## config.mk

```make
export PLATFORM = sky130hd
export DESIGN_NAME = slice_bandwidth_admission_unit_flat
export DESIGN_NICKNAME = d
export VERILOG_FILES = /design/src/sv/sbau_pkg.sv /design/src/sv/sbau_ifs.sv /design/src/sv/slice_bandwidth_admission_unit.sv /design/src/sv/sbau_alu.sv /design/src/sv/sbau_cfg.sv /design/src/sv/sbau_core.sv /design/src/flat_wrapper.sv
export SDC_FILE = /design/constraint.sdc
export NUM_CORES = 2
export LEC_CHECK = 0
export BUFFER_PORTS_ARGS = -buffer_cell sky130_fd_sc_hd__buf_2
export CORE_MARGIN = 2
export CORE_UTILIZATION = 45
export DETAILED_ROUTE_END_ITERATION = 10
export PLACE_DENSITY = 0.59
export SLEW_MARGIN = 10
export SYNTH_ARGS = -nofsm -noshare
export SYNTH_HDL_FRONTEND = slang
export SYNTH_SLANG_ARGS = --single-unit
```

## constraint.sdc

```tcl
create_clock -name i_clk -period 12.95 [get_ports i_clk]
set_input_delay 1.295 -clock i_clk [delete_from_list [all_inputs] [get_ports i_clk]]
set_output_delay 1.295 -clock i_clk [all_outputs]
set_load 0.02 [all_outputs]
```

## src/sv/sbau_pkg.sv

```systemverilog
// Package: widths, codes and shared types of the slice bandwidth admission unit.
`default_nettype none

package sbau_pkg;

    localparam int RATE_W  = 40;
    localparam int ID_W    = 64;
    localparam int DRIFT_W = 41;
    localparam int WORD_W  = 43;
    localparam int ADDR_W  = 6;
    localparam int DATA_W  = 64;
    localparam int IDX_W   = 3;

    localparam logic       CMD_RESERVE = 1'b0;
    localparam logic       CMD_RELEASE = 1'b1;

    localparam logic [1:0] SLICE_DEF = 2'd0;
    localparam logic [1:0] SLICE_GBR = 2'd1;
    localparam logic [1:0] SLICE_MTC = 2'd2;
    localparam logic [1:0] SLICE_BAD = 2'd3;

    localparam logic [IDX_W-1:0] REG_LINK_RATE  = 3'd0;
    localparam logic [IDX_W-1:0] REG_SLICING_ON = 3'd1;
    localparam logic [IDX_W-1:0] REG_GBR_CAP    = 3'd2;
    localparam logic [IDX_W-1:0] REG_MTC_CAP    = 3'd3;
    localparam logic [IDX_W-1:0] REG_THRESHOLD  = 3'd4;
    localparam logic [IDX_W-1:0] REG_FULL_DUPLEX = 3'd5;
    localparam logic [IDX_W-1:0] REG_SECOND_ID  = 3'd6;
    localparam logic [IDX_W-1:0] REG_UNUSED     = 3'd7;

    typedef logic [WORD_W-1:0] t_word;

    typedef struct packed {
        logic [RATE_W-1:0] link_rate;
        logic              slicing_on;
        logic [RATE_W-1:0] gbr_cap;
        logic [RATE_W-1:0] mtc_cap;
        logic [RATE_W-1:0] adjust_threshold;
        logic              full_duplex;
        logic [ID_W-1:0]   second_switch_id;
    } t_cfg;

    typedef struct packed {
        logic              cmd;
        logic [ID_W-1:0]   source_id;
        logic [1:0]        slice_sel;
        logic [RATE_W-1:0] amount;
    } t_req;

    typedef struct packed {
        logic              accepted;
        logic              backward;
        logic [RATE_W-1:0] slice_reserved;
        logic [RATE_W-1:0] meter_rate;
        logic              meter_adjust;
    } t_rsp;

    typedef struct packed {
        t_word a;
        t_word b;
        logic  sub;
    } t_alu_req;

endpackage

`default_nettype wire

```

## src/sv/sbau_ifs.sv

```systemverilog
// Interfaces: request and result channels with valid/ready handshake.
`default_nettype none

interface sbau_req_if;
    logic                        valid;
    logic                        ready;
    logic                        cmd;
    logic [sbau_pkg::ID_W-1:0]   source_id;
    logic [1:0]                  slice_sel;
    logic [sbau_pkg::RATE_W-1:0] amount;

    modport source (output valid, cmd, source_id, slice_sel, amount, input ready);
    modport sink   (input valid, cmd, source_id, slice_sel, amount, output ready);
endinterface

interface sbau_rsp_if;
    logic                        valid;
    logic                        ready;
    logic                        accepted;
    logic                        backward;
    logic [sbau_pkg::RATE_W-1:0] slice_reserved;
    logic [sbau_pkg::RATE_W-1:0] meter_rate;
    logic                        meter_adjust;

    modport source (output valid, accepted, backward, slice_reserved, meter_rate,
                    meter_adjust, input ready);
    modport sink   (input valid, accepted, backward, slice_reserved, meter_rate,
                    meter_adjust, output ready);
endinterface

`default_nettype wire

```

## src/sv/slice_bandwidth_admission_unit.sv

```systemverilog
// Top level: slice bandwidth admission unit with APB configuration port.
//
//  channel  dir  handshake         payload
//  i_req    in   valid/ready       cmd, source_id, slice_sel, amount
//  o_rsp    out  valid/ready       accepted, backward, slice_reserved, meter_rate,
//                                  meter_adjust
//  apb      in   psel/penable      paddr[5:3] register index, pwdata/prdata 64 bits
//
//  One 43-bit adder is shared by every step, so the steps run one after another;
//  a refused item skips the drift steps and an invalid slice skips to the totals.
//  Reset clears the slice reservations and both drifts at once; no sweep.
//  A result beat waits in the output register; the next request is taken meanwhile,
//  and its result holds in the last step until the register frees.
`default_nettype none

module slice_bandwidth_admission_unit (
    input  wire                          i_clk,
    input  wire                          i_rst_n,
    sbau_req_if.sink                     i_req,
    sbau_rsp_if.source                   o_rsp,
    input  wire                          psel,
    input  wire                          penable,
    input  wire                          pwrite,
    input  wire [sbau_pkg::ADDR_W-1:0]   paddr,
    input  wire [sbau_pkg::DATA_W-1:0]   pwdata,
    output logic [sbau_pkg::DATA_W-1:0]  prdata,
    output logic                         pready
);

    sbau_pkg::t_cfg      cfg;
    sbau_pkg::t_req      req;
    sbau_pkg::t_rsp      rsp;
    sbau_pkg::t_alu_req  alu_req;
    sbau_pkg::t_word     alu_sum;
    logic                in_ready;
    logic                out_valid;

    assign req.cmd       = i_req.cmd;
    assign req.source_id = i_req.source_id;
    assign req.slice_sel = i_req.slice_sel;
    assign req.amount    = i_req.amount;
    assign i_req.ready   = in_ready;

    assign o_rsp.valid          = out_valid;
    assign o_rsp.accepted       = rsp.accepted;
    assign o_rsp.backward       = rsp.backward;
    assign o_rsp.slice_reserved = rsp.slice_reserved;
    assign o_rsp.meter_rate     = rsp.meter_rate;
    assign o_rsp.meter_adjust   = rsp.meter_adjust;

    sbau_cfg u_cfg (
        .i_clk   (i_clk),
        .i_rst_n (i_rst_n),
        .psel    (psel),
        .penable (penable),
        .pwrite  (pwrite),
        .paddr   (paddr),
        .pwdata  (pwdata),
        .prdata  (prdata),
        .pready  (pready),
        .o_cfg   (cfg)
    );

    sbau_alu u_alu (
        .i_req (alu_req),
        .o_sum (alu_sum)
    );

    sbau_core u_core (
        .i_clk       (i_clk),
        .i_rst_n     (i_rst_n),
        .i_cfg       (cfg),
        .i_in_valid  (i_req.valid),
        .o_in_ready  (in_ready),
        .i_req       (req),
        .o_out_valid (out_valid),
        .i_out_ready (o_rsp.ready),
        .o_rsp       (rsp),
        .o_alu       (alu_req),
        .i_alu_sum   (alu_sum)
    );

    a_busy_after_accept: assert property (@(posedge i_clk) disable iff (!i_rst_n)
        (i_req.valid && in_ready) |=> !in_ready)
        else $error("request taken while a request is in work");

    a_adjust_needs_accept: assert property (@(posedge i_clk) disable iff (!i_rst_n)
        (out_valid && rsp.meter_adjust) |-> rsp.accepted)
        else $error("meter adjust on a refused request");

    a_backward_needs_duplex: assert property (@(posedge i_clk) disable iff (!i_rst_n)
        (out_valid && rsp.backward) |-> cfg.full_duplex)
        else $error("backward direction on a half-duplex link");

endmodule

`default_nettype wire

```

## src/sv/sbau_alu.sv

```systemverilog
// Shared 43-bit adder/subtractor used by every step of the sequencer.
`default_nettype none

module sbau_alu (
    input  var sbau_pkg::t_alu_req i_req,
    output sbau_pkg::t_word        o_sum
);

    sbau_pkg::t_word operand_b;

    assign operand_b = i_req.sub ? ~i_req.b : i_req.b;
    assign o_sum     = i_req.a + operand_b + {{(sbau_pkg::WORD_W-1){1'b0}}, i_req.sub};

endmodule

`default_nettype wire

```

## src/sv/sbau_cfg.sv

```systemverilog
// APB register file holding link rate, slice caps, threshold and direction setup.
`default_nettype none

module sbau_cfg (
    input  wire                           i_clk,
    input  wire                           i_rst_n,
    input  wire                           psel,
    input  wire                           penable,
    input  wire                           pwrite,
    input  wire [sbau_pkg::ADDR_W-1:0]    paddr,
    input  wire [sbau_pkg::DATA_W-1:0]    pwdata,
    output logic [sbau_pkg::DATA_W-1:0]   prdata,
    output logic                          pready,
    output sbau_pkg::t_cfg                o_cfg
);

    sbau_pkg::t_cfg                 r_cfg;
    logic [sbau_pkg::IDX_W-1:0]     reg_idx;
    logic                           wr_en;

    assign reg_idx = paddr[sbau_pkg::ADDR_W-1:3];
    assign wr_en   = psel && penable && pwrite;
    assign pready  = 1'b1;
    assign o_cfg   = r_cfg;

    always_ff @(posedge i_clk) begin
        if (!i_rst_n) begin
            r_cfg.link_rate        <= '0;
            r_cfg.slicing_on       <= 1'b0;
            r_cfg.gbr_cap          <= '0;
            r_cfg.mtc_cap          <= '0;
            r_cfg.adjust_threshold <= '0;
            r_cfg.full_duplex      <= 1'b1;
            r_cfg.second_switch_id <= '0;
        end else if (wr_en) begin
            unique case (reg_idx)
                sbau_pkg::REG_LINK_RATE: begin
                    r_cfg.link_rate <= pwdata[sbau_pkg::RATE_W-1:0];
                end
                sbau_pkg::REG_SLICING_ON: begin
                    r_cfg.slicing_on <= pwdata[0];
                end
                sbau_pkg::REG_GBR_CAP: begin
                    r_cfg.gbr_cap <= pwdata[sbau_pkg::RATE_W-1:0];
                end
                sbau_pkg::REG_MTC_CAP: begin
                    r_cfg.mtc_cap <= pwdata[sbau_pkg::RATE_W-1:0];
                end
                sbau_pkg::REG_THRESHOLD: begin
                    r_cfg.adjust_threshold <= pwdata[sbau_pkg::RATE_W-1:0];
                end
                sbau_pkg::REG_FULL_DUPLEX: begin
                    r_cfg.full_duplex <= pwdata[0];
                end
                sbau_pkg::REG_SECOND_ID: begin
                    r_cfg.second_switch_id <= pwdata;
                end
                sbau_pkg::REG_UNUSED: begin
                end
            endcase
        end
    end

    always_comb begin
        prdata = '0;
        unique case (reg_idx)
            sbau_pkg::REG_LINK_RATE:   prdata[sbau_pkg::RATE_W-1:0] = r_cfg.link_rate;
            sbau_pkg::REG_SLICING_ON:  prdata[0] = r_cfg.slicing_on;
            sbau_pkg::REG_GBR_CAP:     prdata[sbau_pkg::RATE_W-1:0] = r_cfg.gbr_cap;
            sbau_pkg::REG_MTC_CAP:     prdata[sbau_pkg::RATE_W-1:0] = r_cfg.mtc_cap;
            sbau_pkg::REG_THRESHOLD:   prdata[sbau_pkg::RATE_W-1:0] = r_cfg.adjust_threshold;
            sbau_pkg::REG_FULL_DUPLEX: prdata[0] = r_cfg.full_duplex;
            sbau_pkg::REG_SECOND_ID:   prdata = r_cfg.second_switch_id;
            sbau_pkg::REG_UNUSED:      prdata = '0;
        endcase
    end

endmodule

`default_nettype wire

```

## src/sv/sbau_core.sv

```systemverilog
// Sequencer and state: slice reservations, drift, and the output register.
`default_nettype none

module sbau_core (
    input  wire                     i_clk,
    input  wire                     i_rst_n,
    input  var sbau_pkg::t_cfg      i_cfg,
    input  wire                     i_in_valid,
    output logic                    o_in_ready,
    input  var sbau_pkg::t_req      i_req,
    output logic                    o_out_valid,
    input  wire                     i_out_ready,
    output sbau_pkg::t_rsp          o_rsp,
    output sbau_pkg::t_alu_req      o_alu,
    input  var sbau_pkg::t_word     i_alu_sum
);

    localparam logic [3:0] S_IDLE = 4'd0;
    localparam logic [3:0] S_DIR  = 4'd1;
    localparam logic [3:0] S_CAP  = 4'd2;
    localparam logic [3:0] S_NEW  = 4'd3;
    localparam logic [3:0] S_CHK  = 4'd4;
    localparam logic [3:0] S_DRF  = 4'd5;
    localparam logic [3:0] S_ABS  = 4'd6;
    localparam logic [3:0] S_THR  = 4'd7;
    localparam logic [3:0] S_TOT0 = 4'd8;
    localparam logic [3:0] S_TOT1 = 4'd9;
    localparam logic [3:0] S_TOT2 = 4'd10;
    localparam logic [3:0] S_MET  = 4'd11;

    localparam int RW = sbau_pkg::RATE_W;
    localparam int WW = sbau_pkg::WORD_W;
    localparam int DW = sbau_pkg::DRIFT_W;

    logic [3:0]                 r_state;
    logic                       r_cmd;
    logic [sbau_pkg::ID_W-1:0]  r_src;
    logic [1:0]                 r_slice;
    logic [RW-1:0]              r_amount;
    logic                       r_dir;
    sbau_pkg::t_word            r_tmp;
    sbau_pkg::t_word            r_new;
    logic [RW-1:0]              r_cap;
    logic                       r_ok;
    logic                       r_pulse;
    logic [RW-1:0]              r_res;
    logic [RW-1:0]              r_rsv [0:5];
    logic [DW-1:0]              r_drift [0:1];
    logic                       r_ov;
    sbau_pkg::t_rsp             r_rsp;

    logic [sbau_pkg::IDX_W-1:0] rd_addr;
    logic [RW-1:0]              rd_data;
    logic                       sum_neg;
    logic                       out_free;
    logic                       chk_ok;
    logic [RW-1:0]              n_cap;
    logic [DW-1:0]              drift_cur;

    assign o_in_ready  = (r_state == S_IDLE);
    assign o_out_valid = r_ov;
    assign o_rsp       = r_rsp;
    assign sum_neg     = i_alu_sum[WW-1];
    assign out_free    = !r_ov || i_out_ready;
    assign rd_data     = r_rsv[rd_addr];
    assign drift_cur   = r_drift[r_dir];
    assign chk_ok      = (r_cmd == sbau_pkg::CMD_RELEASE) ? !r_new[WW-1] : !sum_neg;

    always_comb begin
        unique case (r_state)
            S_TOT0:  rd_addr = {sbau_pkg::SLICE_DEF, r_dir};
            S_TOT1:  rd_addr = {sbau_pkg::SLICE_GBR, r_dir};
            S_TOT2:  rd_addr = {sbau_pkg::SLICE_MTC, r_dir};
            default: rd_addr = {r_slice, r_dir};
        endcase
    end

    always_comb begin
        o_alu.a   = '0;
        o_alu.b   = '0;
        o_alu.sub = 1'b0;
        unique case (r_state)
            S_DIR: begin
                o_alu.a = {3'b000, i_cfg.gbr_cap};
                o_alu.b = {3'b000, i_cfg.mtc_cap};
            end
            S_CAP: begin
                o_alu.a   = {3'b000, i_cfg.link_rate};
                o_alu.b   = r_tmp;
                o_alu.sub = 1'b1;
            end
            S_NEW: begin
                o_alu.a   = {3'b000, rd_data};
                o_alu.b   = {3'b000, r_amount};
                o_alu.sub = (r_cmd == sbau_pkg::CMD_RELEASE);
            end
            S_CHK: begin
                o_alu.a   = {3'b000, r_cap};
                o_alu.b   = r_new;
                o_alu.sub = 1'b1;
            end
            S_DRF: begin
                o_alu.a   = {{(WW-DW){drift_cur[DW-1]}}, drift_cur};
                o_alu.b   = {3'b000, r_amount};
                o_alu.sub = (r_cmd == sbau_pkg::CMD_RESERVE);
            end
            S_ABS: begin
                o_alu.a   = r_new[WW-1] ? '0 : r_new;
                o_alu.b   = r_new[WW-1] ? r_new : '0;
                o_alu.sub = r_new[WW-1];
            end
            S_THR: begin
                o_alu.a   = r_tmp;
                o_alu.b   = {3'b000, i_cfg.adjust_threshold};
                o_alu.sub = 1'b1;
            end
            S_TOT0: begin
                o_alu.b = {3'b000, rd_data};
            end
            S_TOT1, S_TOT2: begin
                o_alu.a = r_tmp;
                o_alu.b = {3'b000, rd_data};
            end
            S_MET: begin
                o_alu.a   = {3'b000, i_cfg.link_rate};
                o_alu.b   = r_tmp;
                o_alu.sub = 1'b1;
            end
            default: begin
            end
        endcase
    end

    always_comb begin
        if (!i_cfg.slicing_on) begin
            n_cap = (r_slice == sbau_pkg::SLICE_DEF) ? i_cfg.link_rate : '0;
        end else begin
            unique case (r_slice)
                sbau_pkg::SLICE_GBR: n_cap = i_cfg.gbr_cap;
                sbau_pkg::SLICE_MTC: n_cap = i_cfg.mtc_cap;
                default:             n_cap = sum_neg ? '0 : i_alu_sum[RW-1:0];
            endcase
        end
    end

    // control state and slice accounting
    always_ff @(posedge i_clk) begin
        if (!i_rst_n) begin
            r_state <= S_IDLE;
            r_ov    <= 1'b0;
            for (int i = 0; i < 6; i++) begin
                r_rsv[i] <= '0;
            end
            r_drift[0] <= '0;
            r_drift[1] <= '0;
        end else begin
            if (r_state == S_MET && out_free) begin
                r_ov <= 1'b1;
            end else if (r_ov && i_out_ready) begin
                r_ov <= 1'b0;
            end
            unique case (r_state)
                S_IDLE: begin
                    if (i_in_valid) begin
                        r_state <= S_DIR;
                    end
                end
                S_DIR: begin
                    r_state <= (r_slice == sbau_pkg::SLICE_BAD) ? S_TOT0 : S_CAP;
                end
                S_CAP: r_state <= S_NEW;
                S_NEW: r_state <= S_CHK;
                S_CHK: begin
                    if (chk_ok) begin
                        r_rsv[rd_addr] <= r_new[RW-1:0];
                        r_state        <= S_DRF;
                    end else begin
                        r_state <= S_TOT0;
                    end
                end
                S_DRF: r_state <= S_ABS;
                S_ABS: r_state <= S_THR;
                S_THR: begin
                    r_drift[r_dir] <= sum_neg ? r_new[DW-1:0] : '0;
                    r_state        <= S_TOT0;
                end
                S_TOT0: r_state <= S_TOT1;
                S_TOT1: r_state <= S_TOT2;
                S_TOT2: r_state <= S_MET;
                S_MET: begin
                    if (out_free) begin
                        r_state <= S_IDLE;
                    end
                end
                default: r_state <= S_IDLE;
            endcase
        end
    end

    // working registers and result beat
    always_ff @(posedge i_clk) begin
        unique case (r_state)
            S_IDLE: begin
                if (i_in_valid) begin
                    r_cmd    <= i_req.cmd;
                    r_src    <= i_req.source_id;
                    r_slice  <= i_req.slice_sel;
                    r_amount <= i_req.amount;
                end
            end
            S_DIR: begin
                r_dir   <= i_cfg.full_duplex && (r_src == i_cfg.second_switch_id);
                r_tmp   <= i_alu_sum;
                r_ok    <= 1'b0;
                r_pulse <= 1'b0;
                r_res   <= '0;
            end
            S_CAP: r_cap <= n_cap;
            S_NEW: r_new <= i_alu_sum;
            S_CHK: begin
                r_ok  <= chk_ok;
                r_res <= chk_ok ? r_new[RW-1:0] : rd_data;
            end
            S_DRF: r_new <= i_alu_sum;
            S_ABS: r_tmp <= i_alu_sum;
            S_THR: r_pulse <= !sum_neg;
            S_TOT0, S_TOT1, S_TOT2: r_tmp <= i_alu_sum;
            S_MET: begin
                if (out_free) begin
                    r_rsp.accepted       <= r_ok;
                    r_rsp.backward       <= r_dir;
                    r_rsp.slice_reserved <= r_res;
                    r_rsp.meter_rate     <= sum_neg ? '0 : i_alu_sum[RW-1:0];
                    r_rsp.meter_adjust   <= r_pulse;
                end
            end
            default: begin
            end
        endcase
    end

endmodule

`default_nettype wire
```

## src/flat_wrapper.sv

```systemverilog
// flat-port wrapper written by rule: the top's interface ports become plain ports
module slice_bandwidth_admission_unit_flat 
  (i_clk, i_rst_n, psel, penable, pwrite, paddr, pwdata, prdata, pready, i_req_valid, i_req_cmd, i_req_source_id, i_req_slice_sel, i_req_amount, i_req_ready, o_rsp_valid, o_rsp_accepted, o_rsp_backward, o_rsp_slice_reserved, o_rsp_meter_rate, o_rsp_meter_adjust, o_rsp_ready);
  sbau_req_if i_req_i ();
  sbau_rsp_if o_rsp_i ();
  input  wire i_clk;
  input  wire i_rst_n;
  input  wire psel;
  input  wire penable;
  input  wire pwrite;
  input  wire [sbau_pkg::ADDR_W-1:0] paddr;
  input  wire [sbau_pkg::DATA_W-1:0] pwdata;
  output logic [sbau_pkg::DATA_W-1:0] prdata;
  output logic pready;
  input wire logic [$bits(i_req_i.valid)-1:0] i_req_valid;
  input wire logic [$bits(i_req_i.cmd)-1:0] i_req_cmd;
  input wire logic [$bits(i_req_i.source_id)-1:0] i_req_source_id;
  input wire logic [$bits(i_req_i.slice_sel)-1:0] i_req_slice_sel;
  input wire logic [$bits(i_req_i.amount)-1:0] i_req_amount;
  output wire logic [$bits(i_req_i.ready)-1:0] i_req_ready;
  output wire logic [$bits(o_rsp_i.valid)-1:0] o_rsp_valid;
  output wire logic [$bits(o_rsp_i.accepted)-1:0] o_rsp_accepted;
  output wire logic [$bits(o_rsp_i.backward)-1:0] o_rsp_backward;
  output wire logic [$bits(o_rsp_i.slice_reserved)-1:0] o_rsp_slice_reserved;
  output wire logic [$bits(o_rsp_i.meter_rate)-1:0] o_rsp_meter_rate;
  output wire logic [$bits(o_rsp_i.meter_adjust)-1:0] o_rsp_meter_adjust;
  input wire logic [$bits(o_rsp_i.ready)-1:0] o_rsp_ready;
  assign i_req_i.valid = i_req_valid;
  assign i_req_i.cmd = i_req_cmd;
  assign i_req_i.source_id = i_req_source_id;
  assign i_req_i.slice_sel = i_req_slice_sel;
  assign i_req_i.amount = i_req_amount;
  assign i_req_ready = i_req_i.ready;
  assign o_rsp_valid = o_rsp_i.valid;
  assign o_rsp_accepted = o_rsp_i.accepted;
  assign o_rsp_backward = o_rsp_i.backward;
  assign o_rsp_slice_reserved = o_rsp_i.slice_reserved;
  assign o_rsp_meter_rate = o_rsp_i.meter_rate;
  assign o_rsp_meter_adjust = o_rsp_i.meter_adjust;
  assign o_rsp_i.ready = o_rsp_ready;
  slice_bandwidth_admission_unit u_core (.i_clk(i_clk), .i_rst_n(i_rst_n), .i_req(i_req_i), .o_rsp(o_rsp_i), .psel(psel), .penable(penable), .pwrite(pwrite), .paddr(paddr), .pwdata(pwdata), .prdata(prdata), .pready(pready));
endmodule
```

==> results.ini <==
[sta]
rsz0062_at_grt = false
drv_slew = 0
min_period_ns = 9.081
tns_ns = 0
setup_viol = 0
max-slew-margin-rel = 0.1862
hold_viol = 0
hold-worst-slack_ns = 0.4160
tightestPinTransition_ns = 1.210
finalClockSkew_ns = 0.03145
fin_ws_ns = 3.869
fmax_ghz = 0.1101
period_share = 0.7012

[grt]
track_usage = 0.2875
grt_pass1_wl_um = 225800
overflow = 0
grt_max_degree = 98
grt_pass1_vias = 32940
antenna_found_initial = 9

[die]
fp-row-count = 117
io_pins = 334
die_area_um2 = 105600
die_h_um = 325.0
core_um2 = 102000
die_w_um = 325.0
start_util = 0.4545

[route]
drt-vias-per-instance = 6.140
avgRoutedWirePerCell_um = 27.75
num_vias = 34500
final_antenna_net_count = 0
wirelength_um = 155900
drt-pass1-iter-count = 8
drc = 0
drt-initial-drc-count = 4472

[run_status]
outcome = completed

[pwr]
pwr-share-seq = 0.479
ir_drop_uv = 97.76
combinationalPowerShare = 0.148
internal-power_mw = 5.628
netSwitchingPower_mw = 2.188
clkPwrFrac = 0.373
powerDensity_nw_per_um2 = 148.5
p_leak_nw = 18.61
p_sw_frac = 0.2799

[setup_path]
cp-end-kind = flop
cpMaxStageDelayCell = dfxtp_1
start_kind = flop
timing.rr.start = u_core.u_core.r_state[2]
path_depth = 19
worst-path-buf-inv = 3
required_ns = 13.36
arrival_ns = 9.49
cp_top_family = compound AO/OA/AOI/OAI gates
critPathMaxStageDelay_ns = 0.97
crit_type = reg -> reg
cp_common_cell = buf_4
crit_chain = or3b_1, o21a_4, buf_4, mux4_2, mux2i_1, o211ai_1, xnor2_1, ha_1, and3_1, nand2_1, a211oi_1, o2111a_1, a2111oi_2, o21a_1, o31ai_4, buf_4, buf_4, nor2_1, a211oi_1
path_max_fanout = 84
ff2ff_path_depth = 19
crit_start = u_core.u_core.r_state[2]

[final_layout]
final_core_util = 0.5157
seq_area_um2 = 27500
final_nets = 4392
syn_to_final_growth_pct = 13.46
multi_input_area_um2 = 17370
drive_above_1_share = 0.1744
postLayoutCellArea_um2 = 52620
n_fill_cell = 9022

[placement]
portBuffers = 329
dpl.hpwl_um = 103700
place_area_um2 = 49340
dpl_worst_slack_ns = 4.019
gp_congestion = 0.9307

[clock_tree]
clock-sinks = 993
cts_resized = 0
numCtsBuffers = 104
h-tree-depth = 3
clkTransAtPathRegs_ns = 0.06
clockBufferDepth = 3
clock-root-buffer = clkbuf_16
post_cts_buffers = 0
cts-hold-fix-buffers = 0
clk_latency_ns = 0.70
cts_tree = yes

[synthesis]
synth.distinct_cells = 83
synth.cells.most_frequent = edfxtp_1 (761), nand2_1 (547), a21oi_1 (319)
synth_async_sr_flop_share = 0
synthFlopType = edfxtp_1
synthCells = 3971
synth_top_area_share = 0.4927
synth_area_per_cell_um2 = 11.68
syn_area_um2 = 46380
yosys.area.top_type = edfxtp_1
synthTopCellsByArea = edfxtp_1 (49%), dfxtp_1 (10%), mux4_2 (5.6%), nand2_1 (4.4%), a21oi_1 (3.4%)
yosysWarnings = 0
syn_nets = 4201
synth_edf_count = 761
synth_most_common_cell = edfxtp_1
seq_area_frac_synth = 0.5929
ys_ff_latch = 993

[worst_hold_path]
hold_depth = 0
hp-start = u_core.u_core.r_res[14]
min_path_type = reg -> reg

[run]
cap_violations = 0

## layout make-up
| class | instances | share of cell area |
|---|---|---|
| Antenna cell | 3 | 0.0001427 |
| Timing Repair Buffer | 405 | 0.04218 |
| Sequential cell | 993 | 0.5226 |
| Clock buffer | 139 | 0.05433 |
| Tap cell | 1368 | 0.03253 |
| Inverter | 140 | 0.01018 |
| Multi-Input combinational cell | 2518 | 0.3301 |
| Clock inverter | 53 | 0.007918 |
## through the flow
step | std cells | total power, mW
after global placement | 5424 | 4.935
after CTS | 5616 | 7.827
final | 5619 | 7.816
after detailed placement | 5424 | 4.940
after global routing | 5619 | 8.046
after floorplan | 3971 | 4.480
## cell families after synthesis
group                    count (synthesis)  share of synthesized area
multiplexers                           208                    0.07627
AO/OA/AOI/OAI                          946                     0.1358
buffers and inverters                  460                    0.03826
other                                    1                 0.00008086
flip-flops                             993                     0.5929
XOR/XNOR                               110                    0.02094
adder cells (fa/ha/maj)                 46                    0.01257
AND/OR/NAND/NOR                       1207                     0.1232
## worst paths after layout
| kind | endpoint | slack, ns |
|---|---|---|
| worst max-delay path | u_core.u_core.r_res[24] | 3.87 |
| worst min-delay path | u_core.u_core.o_rsp[55] | 0.42 |
| worst max register to register | u_core.u_core.r_res[24] | 3.87 |
| worst min register to register | u_core.u_core.o_rsp[55] | 0.42 |
## flip-flops by register name (all words and copies together), names as in the netlist, 2 cells and up, named ones only
name,count
u_core.u_core.r_new,43
u_core.u_cfg.o_cfg,226
u_core.u_core.r_drift,82
u_core.u_core.r_tmp,43
u_core.u_core.r_res,40
u_core.u_core.r_rsv,320
u_core.u_core.r_amount,40
u_core.u_core.r_cap,40
u_core.u_core.r_slice,2
u_core.u_core.r_state,4
u_core.u_core.r_src,64
u_core.u_core.o_rsp,83
## cells in the final DEF, fill, tap and decap left out, types with 48 or more instances in the layout
cell type  count
edfxtp_1     761
nand2_1      544
buf_2        328
a21oi_1      317
dfxtp_1      231
nor2_1       168
and2_1       153
o21ai_0      147
inv_1        136
nor4_1       136
a22oi_1      123
mux4_2       116
clkbuf_16    108
mux2i_1       89
a221o_1       77
buf_4         77
xnor2_1       69
a211oi_1      49
nor3_1        48
## metal layers
| layer | GRT usage | routed length [µm] | vias up |
|---|---|---|---|
| met4 | 0.08756 | 4392 | 4 |
| met3 | 0.06555 | 17040 | 220 |
| met5 | 0.007246 | 122 | - |
| met1 | 0.4135 | 65050 | 17130 |
| met2 | 0.4332 | 69320 | 1851 |
| li1 | - | - | 15300 |
## power by group through the flow
| stage | clock (mW) | combinational [mW] | sequential (mW) |
|---|---|---|---|
| 6_report | 2.92 | 1.16 | 3.74 |
| 5_1_grt | 3.07 | 1.23 | 3.75 |
| 4_1_cts | 2.95 | 1.14 | 3.74 |
| 3_5_place_dp | 0 | 1.14 | 3.80 |
| 3_3_place_gp | 0 | 1.14 | 3.80 |
| 2_1_floorplan | 0 | 0.725 | 3.75 |
Note: power is estimated with default switching activity, not from simulation.
